## src/hdl/ble_adf_pkg.sv

```systemverilog
`default_nettype none

package ble_adf_pkg;

   // register map of the csr channel
   localparam int unsigned CSR_INDEX_WIDTH = 2;
   localparam logic [CSR_INDEX_WIDTH-1:0] CSR_UUID_LOW  = 2'd0;
   localparam logic [CSR_INDEX_WIDTH-1:0] CSR_UUID_HIGH = 2'd1;
   localparam logic [CSR_INDEX_WIDTH-1:0] CSR_UUID_LEN  = 2'd2;

   localparam logic [4:0] UUID_LEN_RESET = 5'd2;

   // uuid sizes in bytes
   localparam logic [4:0] UUID_BYTES_16  = 5'd2;
   localparam logic [4:0] UUID_BYTES_32  = 5'd4;
   localparam logic [4:0] UUID_BYTES_128 = 5'd16;

   // AD record types
   localparam logic [7:0] AD_LIST16_PART  = 8'h02;
   localparam logic [7:0] AD_LIST16_FULL  = 8'h03;
   localparam logic [7:0] AD_LIST32_PART  = 8'h04;
   localparam logic [7:0] AD_LIST32_FULL  = 8'h05;
   localparam logic [7:0] AD_LIST128_PART = 8'h06;
   localparam logic [7:0] AD_LIST128_FULL = 8'h07;
   localparam logic [7:0] AD_NAME_SHORT   = 8'h08;
   localparam logic [7:0] AD_NAME_FULL    = 8'h09;
   localparam logic [7:0] AD_SVC_DATA16   = 8'h16;
   localparam logic [7:0] AD_SVC_DATA32   = 8'h20;
   localparam logic [7:0] AD_SVC_DATA128  = 8'h21;

   typedef enum logic [1:0] {
      PH_LEN  = 2'd0,
      PH_TYPE = 2'd1,
      PH_DATA = 2'd2
   } phase_type;

   typedef struct packed {
      logic [7:0] pos;
      phase_type  phase;
      logic       stopped;
      logic [7:0] remain;
      logic [7:0] rtype;
      logic [7:0] dstart;
      logic [4:0] cidx;
      logic       cmatch;
      logic       rhit;
      logic [1:0] seen;
      logic       svc_hit;
      logic       full_found;
      logic [7:0] full_off;
      logic [7:0] full_len;
      logic       short_found;
      logic [7:0] short_off;
      logic [7:0] short_len;
      logic       sd_done;
      logic       sd_found;
      logic [7:0] sd_off;
      logic [7:0] sd_len;
   } pkt_state_type;

   localparam pkt_state_type PKT_CLEAR = '{
      pos:         8'd0,
      phase:       PH_LEN,
      stopped:     1'b0,
      remain:      8'd0,
      rtype:       8'd0,
      dstart:      8'd0,
      cidx:        5'd0,
      cmatch:      1'b1,
      rhit:        1'b0,
      seen:        2'b00,
      svc_hit:     1'b0,
      full_found:  1'b0,
      full_off:    8'd0,
      full_len:    8'd0,
      short_found: 1'b0,
      short_off:   8'd0,
      short_len:   8'd0,
      sd_done:     1'b0,
      sd_found:    1'b0,
      sd_off:      8'd0,
      sd_len:      8'd0
   };

endpackage

`default_nettype wire

```

## src/hdl/ble_adf_if.sv

```systemverilog
`default_nettype none

interface ble_adf_req_if;
   logic       valid;
   logic       ready;
   logic [7:0] adv_byte;
   logic       last_byte;

   modport source (output valid, output adv_byte, output last_byte, input ready);
   modport sink   (input valid, input adv_byte, input last_byte, output ready);
endinterface

interface ble_adf_rsp_if;
   logic       valid;
   logic       ready;
   logic [7:0] name_offset;
   logic [7:0] name_length;
   logic       has_service;
   logic       service_data_found;
   logic [7:0] service_data_offset;
   logic [7:0] service_data_length;

   modport source (output valid, output name_offset, output name_length,
                   output has_service, output service_data_found,
                   output service_data_offset, output service_data_length,
                   input ready);
   modport sink   (input valid, input name_offset, input name_length,
                   input has_service, input service_data_found,
                   input service_data_offset, input service_data_length,
                   output ready);
endinterface

interface ble_adf_csr_if;
   import ble_adf_pkg::*;
   logic                       valid;
   logic                       ready;
   logic [CSR_INDEX_WIDTH-1:0] index;
   logic [63:0]                data;

   modport source (output valid, output index, output data, input ready);
   modport sink   (input valid, input index, input data, output ready);
endinterface

`default_nettype wire

```

## src/hdl/ble_adv_data_filter_unit.sv

```systemverilog
// A last byte accepted into the input register loads the result register when it advances;
// rsp valid is high from then on, until the result is taken.
// Throughput: one advertising byte per cycle. A last byte waits in the input register
// only while an unread result still holds the result register; other bytes keep flowing.
// All record walking for a byte is done between those two registers.
// Reset (synchronous, active high) clears the packet state, empties both
// registers and loads uuid_low/uuid_high with 0 and uuid_length with 2.
`default_nettype none

module ble_adv_data_filter_unit #(
   parameter int unsigned MAX_PACKET_BYTES = 255
) (
   input wire logic      clock,
   input wire logic      reset,
   ble_adf_req_if.sink   req_chan,
   ble_adf_rsp_if.source rsp_chan,
   ble_adf_csr_if.sink   csr_chan
);
   import ble_adf_pkg::*;

   localparam logic [7:0] MAX_POS = 8'(MAX_PACKET_BYTES);

   // configuration
   logic [63:0]  uuid_low_ff;
   logic [63:0]  uuid_high_ff;
   logic [4:0]   uuid_len_ff;
   logic [127:0] uuid_all;
   logic [7:0]   ulen8;
   logic         ulen_ok;
   logic [7:0]   t_full;
   logic [7:0]   t_part;
   logic [7:0]   t_sdata;

   // input register
   logic       in_valid_ff;
   logic       in_valid_in;
   logic [7:0] in_byte_ff;
   logic       in_last_ff;
   logic       advance;
   logic       req_fire;

   // packet state
   pkt_state_type st_ff;
   pkt_state_type st_in;
   pkt_state_type nx;

   logic       is_list;
   logic       is_sdata;
   logic [7:0] chunk_byte;
   logic [4:0] cidx_inc;
   logic       do_commit;
   logic [7:0] c_ty;
   logic [7:0] c_start;
   logic [7:0] c_plen;

   // result register
   logic       rsp_valid_ff;
   logic       rsp_valid_in;
   logic [7:0] name_off_ff;
   logic [7:0] name_len_ff;
   logic       has_svc_ff;
   logic       sd_found_ff;
   logic [7:0] sd_off_ff;
   logic [7:0] sd_len_ff;

   // ---------------------------------------------------------------- csr
   assign csr_chan.ready = 1'b1;

   always_ff @(posedge clock) begin
      if (reset) begin
         uuid_low_ff  <= '0;
         uuid_high_ff <= '0;
         uuid_len_ff  <= UUID_LEN_RESET;
      end else if (csr_chan.valid) begin
         case (csr_chan.index)
            CSR_UUID_LOW:  uuid_low_ff  <= csr_chan.data;
            CSR_UUID_HIGH: uuid_high_ff <= csr_chan.data;
            CSR_UUID_LEN:  uuid_len_ff  <= csr_chan.data[4:0];
            default: ;
         endcase
      end
   end

   assign uuid_all = {uuid_high_ff, uuid_low_ff};
   assign ulen8    = {3'b000, uuid_len_ff};

   always_comb begin
      ulen_ok = 1'b1;
      t_full  = AD_LIST16_FULL;
      t_part  = AD_LIST16_PART;
      t_sdata = AD_SVC_DATA16;
      case (uuid_len_ff)
         UUID_BYTES_16: begin
            t_full  = AD_LIST16_FULL;
            t_part  = AD_LIST16_PART;
            t_sdata = AD_SVC_DATA16;
         end
         UUID_BYTES_32: begin
            t_full  = AD_LIST32_FULL;
            t_part  = AD_LIST32_PART;
            t_sdata = AD_SVC_DATA32;
         end
         UUID_BYTES_128: begin
            t_full  = AD_LIST128_FULL;
            t_part  = AD_LIST128_PART;
            t_sdata = AD_SVC_DATA128;
         end
         default: ulen_ok = 1'b0;
      endcase
   end

   // ---------------------------------------------------------- handshake
   // a non-last byte never needs the result register
   assign advance  = in_valid_ff && (!in_last_ff || !rsp_valid_ff || rsp_chan.ready);
   assign req_chan.ready = !in_valid_ff || advance;
   assign req_fire = req_chan.valid && req_chan.ready;

   always_comb begin
      in_valid_in = in_valid_ff;
      if (req_fire) begin
         in_valid_in = 1'b1;
      end else if (advance) begin
         in_valid_in = 1'b0;
      end
   end

   always_ff @(posedge clock) begin
      if (reset) begin
         in_valid_ff <= 1'b0;
      end else begin
         in_valid_ff <= in_valid_in;
      end
   end

   always_ff @(posedge clock) begin
      if (req_fire) begin
         in_byte_ff <= req_chan.adv_byte;
         in_last_ff <= req_chan.last_byte;
      end
   end

   // -------------------------------------------------------- record walk
   assign chunk_byte = uuid_all[{st_ff.cidx[3:0], 3'b000} +: 8];
   assign cidx_inc   = st_ff.cidx + 5'd1;
   assign is_list    = ulen_ok && ((st_ff.rtype == t_full && !st_ff.seen[0]) ||
                                   (st_ff.rtype == t_part && !st_ff.seen[1]));
   assign is_sdata   = ulen_ok && st_ff.rtype == t_sdata && !st_ff.sd_done;

   always_comb begin
      nx        = st_ff;
      do_commit = 1'b0;
      c_ty      = st_ff.rtype;
      c_start   = st_ff.dstart;
      c_plen    = 8'd0;

      if (st_ff.pos < MAX_POS) begin
         if (!st_ff.stopped) begin
            case (st_ff.phase)
               PH_LEN: begin
                  if (in_byte_ff == 8'd0) begin
                     nx.stopped = 1'b1;
                  end else begin
                     nx.remain = in_byte_ff;
                     nx.phase  = PH_TYPE;
                  end
               end
               PH_TYPE: begin
                  nx.rtype  = in_byte_ff;
                  nx.dstart = st_ff.pos + 8'd1;
                  nx.cidx   = 5'd0;
                  nx.cmatch = 1'b1;
                  nx.rhit   = 1'b0;
                  nx.remain = st_ff.remain - 8'd1;
                  if (st_ff.remain == 8'd1) begin
                     do_commit = 1'b1;
                     c_ty      = in_byte_ff;
                     c_start   = st_ff.pos + 8'd1;
                     nx.phase  = PH_LEN;
                  end else begin
                     nx.phase = PH_DATA;
                  end
               end
               PH_DATA: begin
                  if (is_list) begin
                     if (in_byte_ff != chunk_byte) begin
                        nx.cmatch = 1'b0;
                     end
                     if (cidx_inc >= uuid_len_ff) begin
                        // chunk complete: fold into record hit, start next chunk
                        if (nx.cmatch) begin
                           nx.rhit = 1'b1;
                        end
                        nx.cidx   = 5'd0;
                        nx.cmatch = 1'b1;
                     end else begin
                        nx.cidx = cidx_inc;
                     end
                  end else if (is_sdata) begin
                     if (st_ff.cidx < uuid_len_ff) begin
                        if (in_byte_ff != chunk_byte) begin
                           nx.cmatch = 1'b0;
                        end
                        nx.cidx = cidx_inc;
                     end
                  end
                  nx.remain = st_ff.remain - 8'd1;
                  if (st_ff.remain == 8'd1) begin
                     do_commit = 1'b1;
                     c_plen    = st_ff.pos - st_ff.dstart + 8'd1;
                     nx.phase  = PH_LEN;
                  end
               end
               default: nx.phase = PH_LEN;
            endcase
         end
         nx.pos = st_ff.pos + 8'd1;
      end

      if (do_commit) begin
         if (c_ty == AD_NAME_FULL && !st_ff.full_found) begin
            nx.full_found = 1'b1;
            nx.full_off   = c_start;
            nx.full_len   = c_plen;
         end else if (c_ty == AD_NAME_SHORT && !st_ff.short_found) begin
            nx.short_found = 1'b1;
            nx.short_off   = c_start;
            nx.short_len   = c_plen;
         end
         if (ulen_ok) begin
            if (c_ty == t_full && !st_ff.seen[0]) begin
               nx.seen[0] = 1'b1;
               if (nx.rhit) begin
                  nx.svc_hit = 1'b1;
               end
            end else if (c_ty == t_part && !st_ff.seen[1]) begin
               nx.seen[1] = 1'b1;
               if (nx.rhit) begin
                  nx.svc_hit = 1'b1;
               end
            end else if (c_ty == t_sdata && !st_ff.sd_done) begin
               if (c_plen < ulen8) begin
                  // too short to hold the uuid: search ends empty
                  nx.sd_done = 1'b1;
               end else if (nx.cmatch) begin
                  nx.sd_done  = 1'b1;
                  nx.sd_found = 1'b1;
                  nx.sd_off   = c_start + ulen8;
                  nx.sd_len   = c_plen - ulen8;
               end
            end
         end
      end
   end

   always_comb begin
      st_in = st_ff;
      if (advance) begin
         st_in = in_last_ff ? PKT_CLEAR : nx;
      end
   end

   always_ff @(posedge clock) begin
      if (reset) begin
         st_ff <= PKT_CLEAR;
      end else begin
         st_ff <= st_in;
      end
   end

   // ------------------------------------------------------------ result
   always_comb begin
      rsp_valid_in = rsp_valid_ff;
      if (advance && in_last_ff) begin
         rsp_valid_in = 1'b1;
      end else if (rsp_chan.ready) begin
         rsp_valid_in = 1'b0;
      end
   end

   always_ff @(posedge clock) begin
      if (reset) begin
         rsp_valid_ff <= 1'b0;
      end else begin
         rsp_valid_ff <= rsp_valid_in;
      end
   end

   always_ff @(posedge clock) begin
      if (advance && in_last_ff) begin
         if (nx.full_found && nx.full_len != 8'd0) begin
            name_off_ff <= nx.full_off;
            name_len_ff <= nx.full_len;
         end else if (nx.short_found && nx.short_len != 8'd0) begin
            name_off_ff <= nx.short_off;
            name_len_ff <= nx.short_len;
         end else begin
            name_off_ff <= 8'd0;
            name_len_ff <= 8'd0;
         end
         has_svc_ff  <= nx.svc_hit;
         sd_found_ff <= nx.sd_found;
         sd_off_ff   <= nx.sd_found ? nx.sd_off : 8'd0;
         sd_len_ff   <= nx.sd_found ? nx.sd_len : 8'd0;
      end
   end

   assign rsp_chan.valid               = rsp_valid_ff;
   assign rsp_chan.name_offset         = name_off_ff;
   assign rsp_chan.name_length         = name_len_ff;
   assign rsp_chan.has_service         = has_svc_ff;
   assign rsp_chan.service_data_found  = sd_found_ff;
   assign rsp_chan.service_data_offset = sd_off_ff;
   assign rsp_chan.service_data_length = sd_len_ff;

   // --------------------------------------------------------- assertions
   a_last_gives_rsp: assert property (@(posedge clock) disable iff (reset)
      advance && in_last_ff |=> rsp_valid_ff)
      else $error("last byte processed without a result");

   a_stop_in_len: assert property (@(posedge clock) disable iff (reset)
      st_ff.stopped |-> st_ff.phase == PH_LEN)
      else $error("parser stopped outside length phase");

   a_cidx_range: assert property (@(posedge clock) disable iff (reset)
      st_ff.cidx <= 5'd16)
      else $error("chunk index past uuid size");

   a_pos_sat: assert property (@(posedge clock) disable iff (reset)
      st_ff.pos <= MAX_POS)
      else $error("byte position past saturation");

   a_found_done: assert property (@(posedge clock) disable iff (reset)
      st_ff.sd_found |-> st_ff.sd_done)
      else $error("service data found without search done");

endmodule

`default_nettype wire
```

## src/flat_wrapper.sv

```systemverilog
// flat-port wrapper written by rule: the top's interface ports become plain ports
module ble_adv_data_filter_unit_flat import ble_adf_pkg::*;
#(
   parameter int unsigned MAX_PACKET_BYTES = 255
)
  (clock, reset, req_chan_valid, req_chan_adv_byte, req_chan_last_byte, req_chan_ready, rsp_chan_valid, rsp_chan_name_offset, rsp_chan_name_length, rsp_chan_has_service, rsp_chan_service_data_found, rsp_chan_service_data_offset, rsp_chan_service_data_length, rsp_chan_ready, csr_chan_valid, csr_chan_index, csr_chan_data, csr_chan_ready);
  ble_adf_req_if req_chan_i ();
  ble_adf_rsp_if rsp_chan_i ();
  ble_adf_csr_if csr_chan_i ();
  input wire logic clock;
  input wire logic reset;
  input wire logic [$bits(req_chan_i.valid)-1:0] req_chan_valid;
  input wire logic [$bits(req_chan_i.adv_byte)-1:0] req_chan_adv_byte;
  input wire logic [$bits(req_chan_i.last_byte)-1:0] req_chan_last_byte;
  output wire logic [$bits(req_chan_i.ready)-1:0] req_chan_ready;
  output wire logic [$bits(rsp_chan_i.valid)-1:0] rsp_chan_valid;
  output wire logic [$bits(rsp_chan_i.name_offset)-1:0] rsp_chan_name_offset;
  output wire logic [$bits(rsp_chan_i.name_length)-1:0] rsp_chan_name_length;
  output wire logic [$bits(rsp_chan_i.has_service)-1:0] rsp_chan_has_service;
  output wire logic [$bits(rsp_chan_i.service_data_found)-1:0] rsp_chan_service_data_found;
  output wire logic [$bits(rsp_chan_i.service_data_offset)-1:0] rsp_chan_service_data_offset;
  output wire logic [$bits(rsp_chan_i.service_data_length)-1:0] rsp_chan_service_data_length;
  input wire logic [$bits(rsp_chan_i.ready)-1:0] rsp_chan_ready;
  input wire logic [$bits(csr_chan_i.valid)-1:0] csr_chan_valid;
  input wire logic [$bits(csr_chan_i.index)-1:0] csr_chan_index;
  input wire logic [$bits(csr_chan_i.data)-1:0] csr_chan_data;
  output wire logic [$bits(csr_chan_i.ready)-1:0] csr_chan_ready;
  assign req_chan_i.valid = req_chan_valid;
  assign req_chan_i.adv_byte = req_chan_adv_byte;
  assign req_chan_i.last_byte = req_chan_last_byte;
  assign req_chan_ready = req_chan_i.ready;
  assign rsp_chan_valid = rsp_chan_i.valid;
  assign rsp_chan_name_offset = rsp_chan_i.name_offset;
  assign rsp_chan_name_length = rsp_chan_i.name_length;
  assign rsp_chan_has_service = rsp_chan_i.has_service;
  assign rsp_chan_service_data_found = rsp_chan_i.service_data_found;
  assign rsp_chan_service_data_offset = rsp_chan_i.service_data_offset;
  assign rsp_chan_service_data_length = rsp_chan_i.service_data_length;
  assign rsp_chan_i.ready = rsp_chan_ready;
  assign csr_chan_i.valid = csr_chan_valid;
  assign csr_chan_i.index = csr_chan_index;
  assign csr_chan_i.data = csr_chan_data;
  assign csr_chan_ready = csr_chan_i.ready;
  ble_adv_data_filter_unit #(.MAX_PACKET_BYTES(MAX_PACKET_BYTES)) u_core (.clock(clock), .reset(reset), .req_chan(req_chan_i), .rsp_chan(rsp_chan_i), .csr_chan(csr_chan_i));
endmodule
```

## config.mk

```make
export PLATFORM = sky130hd
export DESIGN_NAME = ble_adv_data_filter_unit_flat
export DESIGN_NICKNAME = d
export VERILOG_FILES = /design/src/hdl/ble_adf_pkg.sv /design/src/hdl/ble_adf_if.sv /design/src/hdl/ble_adv_data_filter_unit.sv /design/src/flat_wrapper.sv
export SDC_FILE = /design/constraint.sdc
export NUM_CORES = 1
export LEC_CHECK = 0
export CAP_MARGIN = 20
export CORE_MARGIN = 3
export CORE_UTILIZATION = 60
export DETAILED_ROUTE_END_ITERATION = 10
export DONT_BUFFER_PORTS = 1
export GPL_ROUTABILITY_DRIVEN = 0
export PLACE_DENSITY_LB_ADDON = 0.08
export SLEW_MARGIN = 20
export SYNTH_ARGS = -nofsm -noshare
export SYNTH_HDL_FRONTEND = slang
export SYNTH_SLANG_ARGS = --single-unit
```

## constraint.sdc

```tcl
create_clock -name clock -period 6.15 [get_ports clock]
set_clock_uncertainty 0.15 [all_clocks]
set_input_delay 1.23 -clock clock [delete_from_list [all_inputs] [get_ports clock]]
set_output_delay 1.23 -clock clock [all_outputs]
set_load 0.05 [all_outputs]
```

==> flow_summary.toml, run 1 <==
[run_status]
status = "completed"

[final_layout]
postLayoutCellArea_mm2 = 0.0154
drive_gt1_share_pct = 7.66
final_nets = 1722
stdcell_count = 1933
layout_commonest_cell = "nand2_1"
area_growth_syn_to_layout_pct = 7.42
utilization_pct = 66.9
final_cell_mix = "nand2_1 (319), dfxtp_1 (230), a21oi_1 (198)"

[clock_tree]
h-tree-depth = 1
clock-sinks = 275
clk_latency_ps = 560
clk_pin_slew_ps = 60
cts-root-buf = "clkbuf_16"
postCtsSetupRepairBufs = 0
cts_tree = "yes"
numCtsBuffers = 30
clock_path_buffers = 3
cts_hold_buf = 0
cts_resized = 0

[global_routing]
grt_pass1_wl_um = 60500
grt_use_total_pct = 28.3
grt_antenna_before_repair = 3
grt_pass1_vias = 11500
grt_start_max_net_pins = 228
grt-ovfl-total = 0

[floorplanning]
ios = 117
dieArea_mm2 = 0.0258
die_h_um = 161
fp.dieW_um = 161
initial_core_util_pct = 62.3
rows = 55
core_area_mm2 = 0.0231

[critical_path]
r2r-end = "u_core.rsp_chan.service_data_length[7]$_SDFFCE_PN0P_"
slowest_stage = "nor3_2"
worstSetupStartpointType = "flip-flop"
worst_ep_arrival_time_ps = 4940
slowest_delay_ps = 720
end_kind = "flip-flop"
rr_worst_depth = 16
critical_path.startpoint = "u_core.st_ff[89]$_SDFFE_PP0P_"
crit_path_max_fanout = 19
path_cells = "ha_1, nand4_1, o21ai_1, nor3_1, nand2_1, ha_1, fa_1, inv_1, a21o_1, a21oi_1, a211oi_1, or3_1, o31ai_2, buf_4, nor3_2, o21ai_0"
rr_startpoint = "u_core.st_ff[89]$_SDFFE_PP0P_"
regToRegSetupSlack_ps = 1310
required_ps = 6260
cp_common_cell = "ha_1"
worstSetupPathType = "flip-flop to flip-flop"

[synthesis]
synthFlopType = "dfxtp_1"
synth.net_count = 1787
synthCells = 1663
synth_edf_count = 43
syn-mean-instance-area_um2 = 8.64
async_flop_share_pct = 0
ys_warn_count = 0
syn_area_mm2 = 0.0144
ys_types = 78
ys_ff_latch = 275
ys_seq_area_share_pct = 41.3

[worst_hold_path]
worst_hold_path.endpoint = "u_core.uuid_high_ff[7]$_SDFFE_PP0P_"
min-delay-start = "u_core.uuid_high_ff[7]$_SDFFE_PP0P_"
holdPathStages = 2
hp-class = "flip-flop to flip-flop"

[placement]
io_buffer_count = 0
dpl.hpwl_um = 25300
dpl.cell_count = 1879
placed_cell_area_mm2 = 0.0144

[detailed_routing]
vias = 12000
wire_per_inst_um = 19.2
drtAntennaViolNets = 0
wl_um = 37100
drc = 0
first_pass_iters = 5
drt-initial-drc-count = 890
via_per_inst = 6.20

[timing]
hold_viol = 0
finalMaxSlewViolations = 0
worst_slew_pin_slew_ps = 991
setup_tns_ps = 0
max_freq_mhz = 207
max_slew_margin_pct = 33.6
grt_setup_unrepaired = "no"
period_needed_ps = 4840
finalCritPeriodShare_pct = 78.7
setup_viol = 0

[power_and_ir_drop]
power-per-cell-area_mw_per_mm2 = 252
irDropWorstVdd_v = 0.000230
power_uw = 3890
leakage_uw = 0.00515

[flow_run]
cap_violations = 0
worst max-delay path by stage:
stage / to
2_1_floorplan: u_core.rsp_chan.service_data_length[0]$_SDFFCE_PN0P_
5_1_grt: u_core.rsp_chan.service_data_length[7]$_SDFFCE_PN0P_
3_3_place_gp: u_core.rsp_chan.service_data_length[4]$_SDFFCE_PN0P_
6_report: u_core.rsp_chan.service_data_length[7]$_SDFFCE_PN0P_
3_5_place_dp: u_core.rsp_chan.service_data_length[7]$_SDFFCE_PN0P_
4_1_cts: u_core.rsp_chan.service_data_length[7]$_SDFFCE_PN0P_
critical path: cells and delay by family, from the launching register on:
kind / cells / cell delay (ps)
DFF: 1 / 380
and+or+nand+nor: 5 / 1770
AOI/OAI and AO/OA: 6 / 960
adders and majority gates: 3 / 990
buffers and inverters: 2 / 300
Yosys cell counts (6+ instances only):
cell / number / area [µm²]
and3_1: 11 / 68.8
nor2_1: 120 / 450
or3_1: 8 / 50.1
inv_1: 34 / 128
nor3_1: 28 / 140
o21a_1: 10 / 75.1
nor2b_1: 22 / 138
dfxtp_1: 232 / 4640
a311oi_1: 14 / 123
mux4_2: 31 / 698
a22oi_1: 35 / 263
nand3_1: 41 / 205
and2_1: 6 / 37.5
nor4_1: 11 / 68.8
o21ai_0: 34 / 170
and4_1: 6 / 52.6
nand2b_1: 23 / 144
nand2_1: 319 / 1200
or4_1: 7 / 52.6
xnor2_1: 29 / 254
clkbuf_1: 87 / 327
a21oi_1: 198 / 991
o22ai_1: 20 / 125
a221oi_1: 13 / 114
ha_1: 41 / 513
nand4_1: 13 / 81.3
a211oi_1: 6 / 45.0
xor2_1: 14 / 123
nor3b_1: 7 / 52.6
buf_2: 18 / 90.1
o21ai_1: 11 / 55.1
mux2i_1: 71 / 711
buf_1: 10 / 37.5
edfxtp_1: 43 / 1290
layer usage:
metal / GRT usage (%) / routed length, µm / share of wire, % / vias up
met5: 0 / 21 / 0.057 / -
met4: 10.3 / 1310 / 3.5 / 4
met3: 6.14 / 2950 / 8.0 / 87
met2: 46.5 / 17500 / 47 / 419
met1: 36.8 / 15300 / 41 / 5671
li1: - / - / - / 5795
metrics by stage:
step,hold WS (ps),setup slack [ps]
4_1_cts,300,1290
2_1_floorplan,281,2010
3_3_place_gp,286,1570
5_1_grt,322,770
3_5_place_dp,293,1280
6_report,301,1310
sequential cells by signal, indices dropped and copies added (netlist names):
register                             count
u_core.in_byte_ff                        8
u_core.st_ff                            97
u_core.rsp_chan.service_data_length      8
u_core.in_last_ff                        1
u_core.rsp_chan.service_data_found       1
u_core.uuid_len_ff                       5
u_core.in_valid_ff                       1
u_core.uuid_low_ff                      64
u_core.rsp_chan.name_length              8
u_core.rsp_chan.name_offset              8
u_core.rsp_chan.valid                    1
u_core.uuid_high_ff                     64
u_core.rsp_chan.service_data_offset      8
u_core.rsp_chan.has_service              1
kinds of logic (layout without fill, tap and decap cells):
group | after synthesis | count (layout) | synth area share (%)
and+or+nand+nor | 646 | 646 | 20.6
adders and majority gates | 45 | 45 | 4.06
DFF | 275 | 275 | 41.3
muxes | 107 | 107 | 10.2
AOI/OAI and AO/OA | 391 | 391 | 16.8
other | 1 | 2 | 0.0261
xor gates and xnor gates | 43 | 43 | 2.62
buffers and inverters | 155 | 111 | 4.36
where the power goes:
part	switching (µW)	total [µW]	leakage, µW	internal (µW)
Sequential	48.4	1920	0.00230	1870
Clock	694	1760	0.000480	1070
Combinational	138	210	0.00237	72.3
cell type report:
type	count	area (µm²)
Antenna cell	1	2.50
Fill cell	1908	7630
Clock buffer	50	938
Multi-Input combinational cell	1233	7820
Tap cell	313	392
Timing Repair Buffer	22	165
Sequential cell	275	5940
Clock inverter	3	40.0
Inverter	36	135
Note: power is estimated with default switching activity, not from simulation.
==> run 2, diff against run 1 <==
- CORE_UTILIZATION: 60 -> 58
- clock period: 6.15 -> 4 ns (I/O delays scaled with it)
==> flow_summary.toml, run 2 (synthesis gave the netlist of run 1 again) <==
[global_routing]
grt_pass1_wl_um = 62400
grt_antenna_before_repair = 0
grt_start_max_net_pins = 228
grt-ovfl-total = 0
grtUsageMet2_pct = 49.2
grtUsageMet1_pct = 36.6
grt_busiest_layer = "met2"
grt_use_total_pct = 28.9
grt_pass1_vias = 11800
grt.met3_usage_pct = 5.45

[clock_tree]
cts_hold_buf = 0
clock-sinks = 275
cts_tree = "yes"
clock_path_buffers = 3
h-tree-depth = 1
clk_pin_slew_ps = 60
clk_latency_ps = 550
cts-root-buf = "clkbuf_16"
numCtsBuffers = 29

[detailed_routing]
drt-initial-drc-count = 961
drc = 0
wire_per_inst_um = 19.6
first_pass_iters = 5
vias = 12400
via_per_inst = 6.19
wl_um = 39400
drtAntennaViolNets = 0

[critical_path]
rr_startpoint = "u_core.st_ff[90]$_SDFFE_PP0P_"
crit_path_max_fanout = 6
rr_worst_depth = 16
end_kind = "flip-flop"
worst_ep_arrival_time_ps = 4050
crit_path_end = "u_core.rsp_chan.service_data_offset[6]$_SDFFCE_PN0P_"
worstSetupPathType = "flip-flop to flip-flop"
regToRegSetupSlack_ps = 90
required_ps = 4140
r2r-end = "u_core.rsp_chan.service_data_offset[6]$_SDFFCE_PN0P_"
worstSetupStartpointType = "flip-flop"
critical_path.startpoint = "u_core.st_ff[90]$_SDFFE_PP0P_"

[floorplanning]
die_h_um = 163
initial_core_util_pct = 60.1
rows = 56
dieArea_mm2 = 0.0267
fp.dieW_um = 163
ios = 117
core_area_mm2 = 0.0239

[final_layout]
top_regs = "u_core.st_ff: 97 flops, u_core.uuid_high_ff: 64 flops, u_core.uuid_low_ff: 64 flops"
largest_reg_flops = 97
area_growth_syn_to_layout_pct = 12.0
layout_commonest_cell = "nand2_1"
diodes = 0
final_cell_mix = "nand2_1 (319), dfxtp_1 (229), a21oi_1 (197)"
utilization_pct = 67.3
top_register = "u_core.st_ff"
final_nets = 1794
drive_gt1_share_pct = 12.1

[timing]
max_freq_mhz = 256
setup_viol = 0
worst_slew_pin_slew_ps = 971
finalMaxSlewViolations = 0
hold_viol = 0
finalCritPeriodShare_pct = 97.8
max_slew_margin_pct = 35.3
whs_ps = 180
period_needed_ps = 3910

[worst_hold_path]
min-delay-start = "reset"
hp-class = "input port to flip-flop"
holdPathStages = 1

[flow_run]
cap_violations = 0

[placement]
dpl.hpwl_um = 26400
io_buffer_count = 0

[power_and_ir_drop]
irDropWorstVdd_v = 0.000415
power-per-cell-area_mw_per_mm2 = 366
leakage_uw = 0.00551

[run_status]
status = "completed"
==> run 2: changes by cell type in the layout (fill, tap and decap cells not counted), sizes merged <==
cell and change:
inv +1, diode -1, bufinv +1, clkinv +3, buf +71, clkbuf -5
==> run 2: critical path, stage by stage, from the launching register on <==
cell and delay, ps:
dfxtp_2 320, buf_4 140, ha_1 180, buf_4 150
and4_1 250, a21oi_1 200, nand3_1 220, nor2_1 170
ha_1 260, a21oi_2 220, a211oi_2 90, or3_4 380
buf_4 140, o31a_1 390, clkbuf_16 210, nand3_1 70
o21ai_0 100
==> run 2: cell type report <==
class,instances,area (µm²)
Inverter,36,135
Clock inverter,8,91.3
Fill cell,1980,7810
Sequential cell,275,5940
Timing Repair Buffer,95,823
Multi-Input combinational cell,1233,7890
Tap cell,319,399
Clock buffer,43,808
==> run 2: where the power goes <==
group / switching, µW / internal, µW
Combinational: 225 / 129
Clock: 1080 / 1510
Sequential: 72.5 / 2870
Total: 1380 / 4510
==> run 2: metal layers <==
layer / share of wire (%) / vias up
li1: - / 5936
met1: 41 / 5921
met2: 49 / 469
met3: 6.8 / 102
met4: 3.5 / 0
met5: 0 / -
==> run 2: what timing repair did <==
item / in CTS / in global routing
pin swaps: 0 / 9
resized for setup: 3 / 14
gates cloned: 0 / 2
setup endpoints to repair: 14 / 37
buffers inserted: 0 / 5
==> run 2: worst min path at each step <==
stage / slack, ps / to
4_1_cts: 160 / u_core.st_ff[1]$_SDFFE_PP0P_
6_report: 180 / u_core.st_ff[6]$_SDFFE_PP0P_
2_1_floorplan: 280 / u_core.st_ff[55]$_SDFFE_PP0P_
3_3_place_gp: 280 / u_core.uuid_low_ff[33]$_SDFFE_PP0P_
3_5_place_dp: 290 / u_core.uuid_high_ff[51]$_SDFFE_PP0P_
5_1_grt: 170 / u_core.st_ff[1]$_SDFFE_PP0P_
==> run 2: through the flow <==
stage / cell area, µm² / cells / setup WS [ps] / power (µW) / TNS (ps)
after detailed placement: 15000 / 1951 / -150 / 3350 / -1440
after global routing: 16100 / 2009 / -33.0 / 6080 / -146
final: 16100 / 2009 / 86.8 / 5890 / 0
after CTS: 15900 / 2002 / 28.5 / 5920 / 0
after global placement: 15000 / 1951 / -23.8 / 3340 / -175
after floorplan: 14400 / 1663 / 34.5 / 3260 / 0
